## src/design/ntc_pkg.sv

```systemverilog
`timescale 1ns / 1ps
`default_nettype none
// ----------------------------------------------------------------------------
// ntc_pkg
// Shared widths, register indexes, the divider cell payload and the fixed
// segment table of the thermistor linearization.
// ----------------------------------------------------------------------------
package ntc_pkg;

    localparam int ADC_W   = 12;
    localparam int SER_W   = 16;
    localparam int RES_W   = 28;
    localparam int TC_W    = 7;
    localparam int TF_W    = 8;
    localparam int DIFF_W  = 17;
    localparam int SLOPE_W = 14;
    localparam int NSEG    = 9;
    localparam int QMAX    = 10;
    localparam int Q_W     = 4;

    localparam int CFG_IDX_W  = 2;
    localparam int CFG_DATA_W = 16;

    localparam logic [CFG_IDX_W-1:0] CFG_SUPPLY = 2'd0;
    localparam logic [CFG_IDX_W-1:0] CFG_SERIES = 2'd1;

    localparam logic [ADC_W-1:0] SUPPLY_RESET = 12'd3300;
    localparam logic [SER_W-1:0] SERIES_RESET = 16'd10000;

    // Payload handed from one divider cell to the next. The numerator bits
    // leave at the top of nq while quotient bits enter at the bottom.
    typedef struct packed {
        logic [ADC_W-1:0] dvs;
        logic [ADC_W-1:0] rem;
        logic [RES_W-1:0] nq;
    } ntc_div_t;

    localparam logic [RES_W-1:0] SEG_UPPER [NSEG] = '{
        28'd29370, 28'd18680, 28'd12240, 28'd8221, 28'd5648,
        28'd47730, 28'd80360, 28'd140000, 28'd249600
    };

    localparam logic [RES_W-1:0] SEG_LOWER [NSEG] = '{
        28'd18680, 28'd12240, 28'd8221, 28'd5648, 28'd3958,
        28'd29370, 28'd47730, 28'd80360, 28'd140000
    };

    localparam logic [SLOPE_W-1:0] SEG_SLOPE [NSEG] = '{
        14'd1069, 14'd644, 14'd402, 14'd257, 14'd169,
        14'd1836, 14'd3263, 14'd5964, 14'd10960
    };

    localparam logic signed [TC_W-1:0] SEG_BASE [NSEG] = '{
        7'sd0, 7'sd10, 7'sd20, 7'sd30, 7'sd40,
        -7'sd10, -7'sd20, -7'sd30, -7'sd40
    };

    // Only the coldest segment excludes its upper bound.
    localparam logic [NSEG-1:0] SEG_OPEN = 9'b1_0000_0000;

endpackage
`default_nettype wire

```

## src/design/thermistor_adc_to_temperature.sv

```systemverilog
`timescale 1ns / 1ps
`default_nettype none
// ----------------------------------------------------------------------------
// thermistor_adc_to_temperature
// NTC divider sample to resistance, Celsius and Fahrenheit.
// ----------------------------------------------------------------------------
// Usage:
//   Samples enter on in_valid/in_ready with adc_mv in millivolts. Each item
//   yields one result on out_valid/out_ready: res_ohms, temp_c, temp_f and
//   in_range. A sample at or above the supply gives all zeros; a resistance
//   outside the table gives zero temperatures with res_ohms kept.
//   Registers supply_mv (index 0) and series_ohms (index 1) are written on
//   cfg_valid with cfg_index and cfg_data; cfg_ready is always high. Other
//   indexes are ignored. Write them only while no item is in flight.
//   The accepting edge loads the product and divisor into the input
//   register; the item then passes through the chain of divider cells
//   (one quotient bit per cell) and the registered stages for segment
//   search, slope division and Fahrenheit conversion. One item is
//   accepted per cycle while in_ready is high.
//   When the receiver stalls, items pack into empty stages; in_ready drops
//   only once every stage up to the output register holds an item.
//   Reset empties the pipeline and loads supply_mv = 3300, series = 10000.
// ----------------------------------------------------------------------------
module thermistor_adc_to_temperature
    import ntc_pkg::*;
(
    input  wire logic                  clk,
    input  wire logic                  rst_n,
    input  wire logic                  cfg_valid,
    output logic                       cfg_ready,
    input  wire logic [CFG_IDX_W-1:0]  cfg_index,
    input  wire logic [CFG_DATA_W-1:0] cfg_data,
    input  wire logic                  in_valid,
    output logic                       in_ready,
    input  wire logic [ADC_W-1:0]      adc_mv,
    output logic                       out_valid,
    input  wire logic                  out_ready,
    output logic [RES_W-1:0]           res_ohms,
    output logic signed [TC_W-1:0]     temp_c,
    output logic signed [TF_W-1:0]     temp_f,
    output logic                       in_range
);

    logic [ADC_W-1:0] supply_reg;
    logic [SER_W-1:0] series_reg;

    logic             s0_valid_reg;
    ntc_div_t         s0_data_reg;
    ntc_div_t         s0_data_next;
    logic             s0_ready;
    logic             sample_ok;

    logic             chain_valid [RES_W+1];
    logic             chain_ready [RES_W+1];
    ntc_div_t         chain_data  [RES_W+1];

    assign cfg_ready = 1'b1;

    always_ff @(posedge clk or negedge rst_n)
    begin
        if (!rst_n)
        begin
            supply_reg <= SUPPLY_RESET;
            series_reg <= SERIES_RESET;
        end
        else if (cfg_valid && cfg_ready)
        begin
            unique case (cfg_index)
                CFG_SUPPLY:
                begin
                    supply_reg <= cfg_data[ADC_W-1:0];
                end
                CFG_SERIES:
                begin
                    series_reg <= cfg_data[SER_W-1:0];
                end
                default:
                begin
                end
            endcase
        end
    end

    // An invalid sample divides zero by one, which yields a zero resistance
    // that lies outside every segment.
    always_comb
    begin
        sample_ok         = (adc_mv < supply_reg);
        s0_data_next.rem  = '0;
        s0_data_next.dvs  = sample_ok ? ADC_W'(supply_reg - adc_mv) : ADC_W'(1);
        s0_data_next.nq   = sample_ok ? RES_W'(RES_W'(adc_mv) * RES_W'(series_reg)) : '0;
    end

    assign s0_ready = !s0_valid_reg || chain_ready[0];
    assign in_ready = s0_ready;

    always_ff @(posedge clk or negedge rst_n)
    begin
        if (!rst_n)
        begin
            s0_valid_reg <= 1'b0;
        end
        else if (s0_ready)
        begin
            s0_valid_reg <= in_valid;
        end
    end

    always_ff @(posedge clk)
    begin
        if (in_valid && s0_ready)
        begin
            s0_data_reg <= s0_data_next;
        end
    end

    assign chain_valid[0] = s0_valid_reg;
    assign chain_data[0]  = s0_data_reg;

    for (genvar i = 0; i < RES_W; i++)
    begin : g_cell
        ntc_div_cell u_cell (
            .clk       (clk),
            .rst_n     (rst_n),
            .in_valid  (chain_valid[i]),
            .in_ready  (chain_ready[i]),
            .in_data   (chain_data[i]),
            .out_valid (chain_valid[i+1]),
            .out_ready (chain_ready[i+1]),
            .out_data  (chain_data[i+1])
        );
    end

    ntc_seg u_seg (
        .clk       (clk),
        .rst_n     (rst_n),
        .in_valid  (chain_valid[RES_W]),
        .in_ready  (chain_ready[RES_W]),
        .in_res    (chain_data[RES_W].nq),
        .out_valid (out_valid),
        .out_ready (out_ready),
        .res_ohms  (res_ohms),
        .temp_c    (temp_c),
        .temp_f    (temp_f),
        .in_range  (in_range)
    );

    // Input backpressure only appears once the output holds an item.
    a_ready_needs_full: assert property (@(posedge clk) disable iff (!rst_n)
        !in_ready |-> out_valid)
        else $error("input stalled while output register empty");

    a_range_zero_temps: assert property (@(posedge clk) disable iff (!rst_n)
        (out_valid && !in_range) |-> (temp_c == 7'sd0 && temp_f == 8'sd0))
        else $error("out-of-range item carries nonzero temperature");

    a_range_res_bounds: assert property (@(posedge clk) disable iff (!rst_n)
        (out_valid && in_range) |-> (res_ohms > 28'd3958 && res_ohms < 28'd249600))
        else $error("in-range item with resistance outside the table");

    a_range_temp_bounds: assert property (@(posedge clk) disable iff (!rst_n)
        (out_valid && in_range) |-> (temp_c >= -7'sd40 && temp_c <= 7'sd49))
        else $error("in-range item with temperature outside the table");

endmodule
`default_nettype wire

```

## src/design/ntc_div_cell.sv

```systemverilog
`timescale 1ns / 1ps
`default_nettype none
// ----------------------------------------------------------------------------
// ntc_div_cell
// One restoring division step: shifts in one numerator bit, produces one
// quotient bit and hands the item to the next cell.
// ----------------------------------------------------------------------------
module ntc_div_cell
    import ntc_pkg::*;
(
    input  wire logic     clk,
    input  wire logic     rst_n,
    input  wire logic     in_valid,
    output logic          in_ready,
    input  wire ntc_div_t in_data,
    output logic          out_valid,
    input  wire logic     out_ready,
    output ntc_div_t      out_data
);

    logic              valid_reg;
    ntc_div_t          data_reg;
    ntc_div_t          data_next;
    logic [ADC_W:0]    trial;
    logic              fits;

    always_comb
    begin
        trial = {in_data.rem, in_data.nq[RES_W-1]};
        fits  = (trial >= {1'b0, in_data.dvs});
        data_next.dvs = in_data.dvs;
        data_next.rem = fits ? ADC_W'(trial - {1'b0, in_data.dvs}) : trial[ADC_W-1:0];
        data_next.nq  = {in_data.nq[RES_W-2:0], fits};
    end

    assign in_ready  = !valid_reg || out_ready;
    assign out_valid = valid_reg;
    assign out_data  = data_reg;

    always_ff @(posedge clk or negedge rst_n)
    begin
        if (!rst_n)
        begin
            valid_reg <= 1'b0;
        end
        else if (in_ready)
        begin
            valid_reg <= in_valid;
        end
    end

    always_ff @(posedge clk)
    begin
        if (in_valid && in_ready)
        begin
            data_reg <= data_next;
        end
    end

endmodule
`default_nettype wire

```

## src/design/ntc_seg.sv

```systemverilog
`timescale 1ns / 1ps
`default_nettype none
// ----------------------------------------------------------------------------
// ntc_seg
// Segment search, slope division and Celsius to Fahrenheit conversion in
// three registered stages.
// ----------------------------------------------------------------------------
module ntc_seg
    import ntc_pkg::*;
(
    input  wire logic             clk,
    input  wire logic             rst_n,
    input  wire logic             in_valid,
    output logic                  in_ready,
    input  wire logic [RES_W-1:0] in_res,
    output logic                  out_valid,
    input  wire logic             out_ready,
    output logic [RES_W-1:0]      res_ohms,
    output logic signed [TC_W-1:0] temp_c,
    output logic signed [TF_W-1:0] temp_f,
    output logic                  in_range
);

    // Stage A: segment search and distance below the segment's upper bound.
    logic                     a_valid_reg;
    logic [RES_W-1:0]         a_res_reg;
    logic                     a_hit_reg;
    logic [DIFF_W-1:0]        a_diff_reg;
    logic [SLOPE_W-1:0]       a_slope_reg;
    logic signed [TC_W-1:0]   a_base_reg;
    logic                     a_ready;

    logic [NSEG-1:0]          a_hit_vec;
    logic [RES_W-1:0]         a_upper_sel;
    logic [SLOPE_W-1:0]       a_slope_next;
    logic signed [TC_W-1:0]   a_base_next;
    logic [DIFF_W-1:0]        a_diff_next;

    // Stage B: quotient of the slope division and Celsius temperature.
    logic                     b_valid_reg;
    logic [RES_W-1:0]         b_res_reg;
    logic                     b_hit_reg;
    logic signed [TC_W-1:0]   b_tc_reg;
    logic                     b_ready;
    logic [Q_W-1:0]           b_q;
    logic signed [TC_W-1:0]   b_tc_next;

    // Stage C: Fahrenheit conversion into the output register.
    logic                     c_valid_reg;
    logic [RES_W-1:0]         c_res_reg;
    logic                     c_hit_reg;
    logic signed [TC_W-1:0]   c_tc_reg;
    logic signed [TF_W-1:0]   c_tf_reg;
    logic                     c_ready;
    logic signed [10:0]       c_t18;
    logic [9:0]               c_mag;
    logic [17:0]              c_prod;
    logic [6:0]               c_quo;
    logic signed [TF_W-1:0]   c_tf_next;

    assign c_ready  = !c_valid_reg || out_ready;
    assign b_ready  = !b_valid_reg || c_ready;
    assign a_ready  = !a_valid_reg || b_ready;
    assign in_ready = a_ready;

    always_comb
    begin
        a_upper_sel  = '0;
        a_slope_next = '0;
        a_base_next  = '0;
        for (int i = 0; i < NSEG; i++)
        begin
            a_hit_vec[i] = (SEG_OPEN[i] ? (in_res < SEG_UPPER[i]) : (in_res <= SEG_UPPER[i]))
                           && (in_res > SEG_LOWER[i]);
            if (a_hit_vec[i])
            begin
                a_upper_sel  = a_upper_sel | SEG_UPPER[i];
                a_slope_next = a_slope_next | SEG_SLOPE[i];
                a_base_next  = a_base_next | SEG_BASE[i];
            end
        end
        a_diff_next = DIFF_W'(a_upper_sel - in_res);
    end

    // Every segment spans at most ten slope steps, so the quotient is a count
    // of constant multiples of the slope that fit in the distance.
    always_comb
    begin
        b_q = '0;
        for (int k = 1; k <= QMAX; k++)
        begin
            if (32'(a_diff_reg) >= 32'(a_slope_reg) * 32'(k))
            begin
                b_q = b_q + Q_W'(1);
            end
        end
        b_tc_next = a_hit_reg ? a_base_reg + $signed({3'b000, b_q}) : '0;
    end

    // Division by ten via multiplication by 205/2048, exact for magnitudes
    // below 1024; the sign is applied afterward to truncate toward zero.
    always_comb
    begin
        c_t18  = 11'(b_tc_reg) * 11'sd18;
        c_mag  = c_t18[10] ? 10'(-c_t18) : 10'(c_t18);
        c_prod = 18'(c_mag) * 18'd205;
        c_quo  = c_prod[17:11];
        if (!b_hit_reg)
        begin
            c_tf_next = '0;
        end
        else if (c_t18[10])
        begin
            c_tf_next = 8'sd32 - $signed({1'b0, c_quo});
        end
        else
        begin
            c_tf_next = 8'sd32 + $signed({1'b0, c_quo});
        end
    end

    always_ff @(posedge clk or negedge rst_n)
    begin
        if (!rst_n)
        begin
            a_valid_reg <= 1'b0;
            b_valid_reg <= 1'b0;
            c_valid_reg <= 1'b0;
        end
        else
        begin
            if (a_ready)
            begin
                a_valid_reg <= in_valid;
            end
            if (b_ready)
            begin
                b_valid_reg <= a_valid_reg;
            end
            if (c_ready)
            begin
                c_valid_reg <= b_valid_reg;
            end
        end
    end

    always_ff @(posedge clk)
    begin
        if (in_valid && a_ready)
        begin
            a_res_reg   <= in_res;
            a_hit_reg   <= |a_hit_vec;
            a_diff_reg  <= a_diff_next;
            a_slope_reg <= a_slope_next;
            a_base_reg  <= a_base_next;
        end
        if (a_valid_reg && b_ready)
        begin
            b_res_reg <= a_res_reg;
            b_hit_reg <= a_hit_reg;
            b_tc_reg  <= b_tc_next;
        end
        if (b_valid_reg && c_ready)
        begin
            c_res_reg <= b_res_reg;
            c_hit_reg <= b_hit_reg;
            c_tc_reg  <= b_tc_reg;
            c_tf_reg  <= c_tf_next;
        end
    end

    assign out_valid = c_valid_reg;
    assign res_ohms  = c_res_reg;
    assign temp_c    = c_tc_reg;
    assign temp_f    = c_tf_reg;
    assign in_range  = c_hit_reg;

endmodule
`default_nettype wire
```

## config.mk

```make
export PLATFORM = sky130hd
export DESIGN_NAME = thermistor_adc_to_temperature
export DESIGN_NICKNAME = d
export VERILOG_FILES = /design/src/design/ntc_pkg.sv /design/src/design/thermistor_adc_to_temperature.sv /design/src/design/ntc_div_cell.sv /design/src/design/ntc_seg.sv
export SDC_FILE = /design/constraint.sdc
export NUM_CORES = 2
export LEC_CHECK = 0
export ABC_AREA = 1
export BUFFER_PORTS_ARGS = -buffer_cell sky130_fd_sc_hd__clkbuf_2
export CAP_MARGIN = 20
export CORE_ASPECT_RATIO = 0.5
export CORE_UTILIZATION = 45
export DETAILED_ROUTE_END_ITERATION = 10
export SYNTH_ARGS = -nofsm -noshare
export SYNTH_HDL_FRONTEND = slang
export SYNTH_SLANG_ARGS = --single-unit
```

## constraint.sdc

```tcl
create_clock -name clk -period 17.7 [get_ports clk]
set_clock_uncertainty 0.2 [all_clocks]
set_input_delay 3.54 -clock clk [delete_from_list [all_inputs] [get_ports clk]]
set_output_delay 3.54 -clock clk [all_outputs]
set_load 0.02 [all_outputs]
```

==> flow_metrics.env <==
export IMPL_area_growth_pct=10.50
export IMPL_dpl_hpwl_mm=111.6
export IMPL_ios=82
export IMPL_cts_setup_buffers=0
export IMPL_crit_top_cell="nor2_4"
export IMPL_cts_root_buffer="clkbuf_16"
export IMPL_finalCriticalPeriod_ps=10950
export IMPL_cp_num_buf_inv=3
export IMPL_core_mm2=0.1846
export IMPL_critPathTopFamily="simple AND/OR/NAND/NOR gates"
export IMPL_cts_resized=0
export IMPL_clk_latency_ps=790
export IMPL_start_util_pct=45.62
export IMPL_cpPeakStageDelay_ps=200
export IMPL_die_area_mm2=0.1890
export IMPL_drv_slew=0
export IMPL_num_rows=111
export IMPL_hold_buffers=0
export IMPL_yosysWarningCount=0
export IMPL_r2r_slack_ps=8870
export IMPL_grt_max_degree=67
export IMPL_wl_mm=151.4
export IMPL_relSlewSlack_pct=31.78
export IMPL_syn_inst=7050
export IMPL_ys_ff_latch=1678
export IMPL_yosysSeqAreaShare_pct=59.50
export IMPL_syn_area_per_cell_um2=11.94
export IMPL_drv_cap=0
export IMPL_syn_nets=7993
export IMPL_end_kind="primary output"
export IMPL_vias_per_cell=4.937
export IMPL_fin_crit_sh_pct=61.84
export IMPL_tns_ps=0
export IMPL_post_dp_cell_area_mm2=0.08807
export IMPL_worstPathRequired_ps=13960
export IMPL_drt_iter0_drc=2212
export IMPL_wl_per_cell_um=15.38
export IMPL_rsz0062_at_grt="false"
export IMPL_place_ws_ps=6699
export IMPL_cts_tree="done"
export IMPL_diodes=0
export IMPL_grt_pass1_wl_mm=246.4
export IMPL_worstSetupStartpointType="input port"
export IMPL_grt_ovfl_total=0
export IMPL_tightestPinTransition_ps=1007
export IMPL_async_reset_ff_share_pct=3.576
export IMPL_antenna_found_initial=1
export IMPL_drive_gt1_share_pct=6.496
export IMPL_postRouteAntennaNets=0
export IMPL_syn_area_mm2=0.08420
export IMPL_setup_viol=0
export IMPL_status="finished, violations left"
export IMPL_synth_flop_cell="edfxtp_1"
export IMPL_failed_checks="design-rule violations"
export IMPL_route_detailed_drc=20
export IMPL_finalHoldViolations=0
export IMPL_cts_sinks=1678
export IMPL_hp_class="reg -> reg"
export IMPL_crit_slowest_cell="clkbuf_2"
export IMPL_clkTransAtPathRegs_ps=70
export IMPL_first_pass_iters=9
export IMPL_die_w_um=613.8
export IMPL_maxClockFrequency_ghz=0.09135
export IMPL_critical_path_class="in -> out"
export IMPL_final_area_mm2=0.09304
export IMPL_die_h_um=307.9
export IMPL_port_buffers=80
export IMPL_synth_edf_count=1618
export IMPL_gp_congestion=0.8749
export IMPL_cp_arrival_ps=7210
export IMPL_h_tree_depth=4
export IMPL_grt_pass1_vias=48580
export IMPL_finalNetCount=8187
export IMPL_clk_path_buf_depth=4
export IMPL_cts_made_buffers=157
export IMPL_yosysUniqueCellTypes=55
export IMPL_grt_usage_pct=16.23
export IMPL_setup_ws_ps=6753
export IMPL_crit_fanout=4
export IMPL_num_vias=48597
export IMPL_largest_reg_flops=1432
==> stage by stage <==
stage          util [%]  hold slack [ps]  std cells
3_3_place_gp      47.72            200.0       9568
5_1_grt           50.41            209.9       9844
3_5_place_dp      47.72            204.5       9568
4_1_cts           50.38            199.8       9841
2_1_floorplan         -            200.3       7050
6_report          50.41            201.4       9844
==> cell type report <==
| type | instances | area [um2] |
|---|---|---|
| timing repair buffer | 143 | 908.4 |
| multi-input combinational | 4196 | 30000 |
| fill | 16060 | 91530 |
| tap | 2486 | 3110 |
| inverter | 1068 | 4009 |
| sequential | 1678 | 50100 |
| clock buffer | 190 | 4148 |
| clock inverter | 83 | 769.5 |
==> cells in the final DEF (no fill, tap or decap), types with 69 or more instances in the layout <==
master        n
xnor2_1     134
a21oi_1     700
inv_1      1047
edfxtp_1   1618
fa_1        201
o21ai_0     223
xor2_1      212
nand3_1     105
ha_1        707
clkbuf_2     79
nand4_1      69
clkbuf_16   161
nor2_1      615
nand2_1     850
==> synthesized netlist by cell type, drive strengths merged, types with 2 or more instances <==
library cell  number  area [um2]
xor2             212        1857
o211ai             8       60.06
nor3b              5       37.54
o21bai            48       360.4
a41oi              2       17.52
xnor2            134        1174
fa               201        4024
o311ai            25       219.0
a21o              14       105.1
nor4              17       106.4
and2              11       68.82
a221oi             2       17.52
nand3b            17       127.6
mux2               5       56.30
or2               12       75.07
clkbuf           107       401.6
o221ai             2       17.52
o21a               7       52.55
nand3            106       535.5
a21oi            707        3538
nand4             69       431.7
nor2             638        2509
a31oi             13       81.33
nor3              64       320.3
inv             1066        4001
clkinv             2       7.510
o21ai            230        1151
o2111ai            6       52.55
nand2            863        3277
ha               707        8846
a211oi            28       210.2
a2111oi           25       219.0
o31ai              7       52.55
edfxtp          1618       48590
dfstp             11       289.0
a21boi             2       15.01
dfrtp             49        1226
==> routing by layer <==
| layer | GRT usage, % | wire length, um | vias up |
|---|---|---|---|
| met5 | 0 | 0 | - |
| met4 | 4.847 | 4198 | 0 |
| met3 | 2.491 | 5451 | 267 |
| met2 | 29.29 | 75590 | 675 |
| met1 | 20.07 | 66200 | 22966 |
| li1 | - | - | 24689 |
==> final timing paths <==
path	start	to	cells past startpoint
worst max-delay path	out_ready	in_ready	32
worst min-delay path	g_cell[1].u_cell.out_data[18]	g_cell[2].u_cell.out_data[19]	0
worst max register to register	u_seg.a_slope_reg[6]	u_seg.b_tc_reg[6]	48
worst min register to register	g_cell[1].u_cell.out_data[18]	g_cell[2].u_cell.out_data[19]	0
max in group asynchronous	rst_n	u_seg.out_valid	1
min in group asynchronous	rst_n	s0_valid_reg	1
==> cell families after synthesis <==
family                   synth area share [%]
AND/OR/NAND/NOR                         8.929
adder cells (fa/ha/maj)                 15.28
multiplexers                          0.06686
buffers and inverters                   5.247
flip-flops                              59.50
AO/OA/AOI/OAI                           7.369
other                                0.004454
XOR/XNOR                                3.599
Power is left out: the tool's default activity adds up to more than one toggle a clock period on the data nets, which glitch-free logic cannot reach.
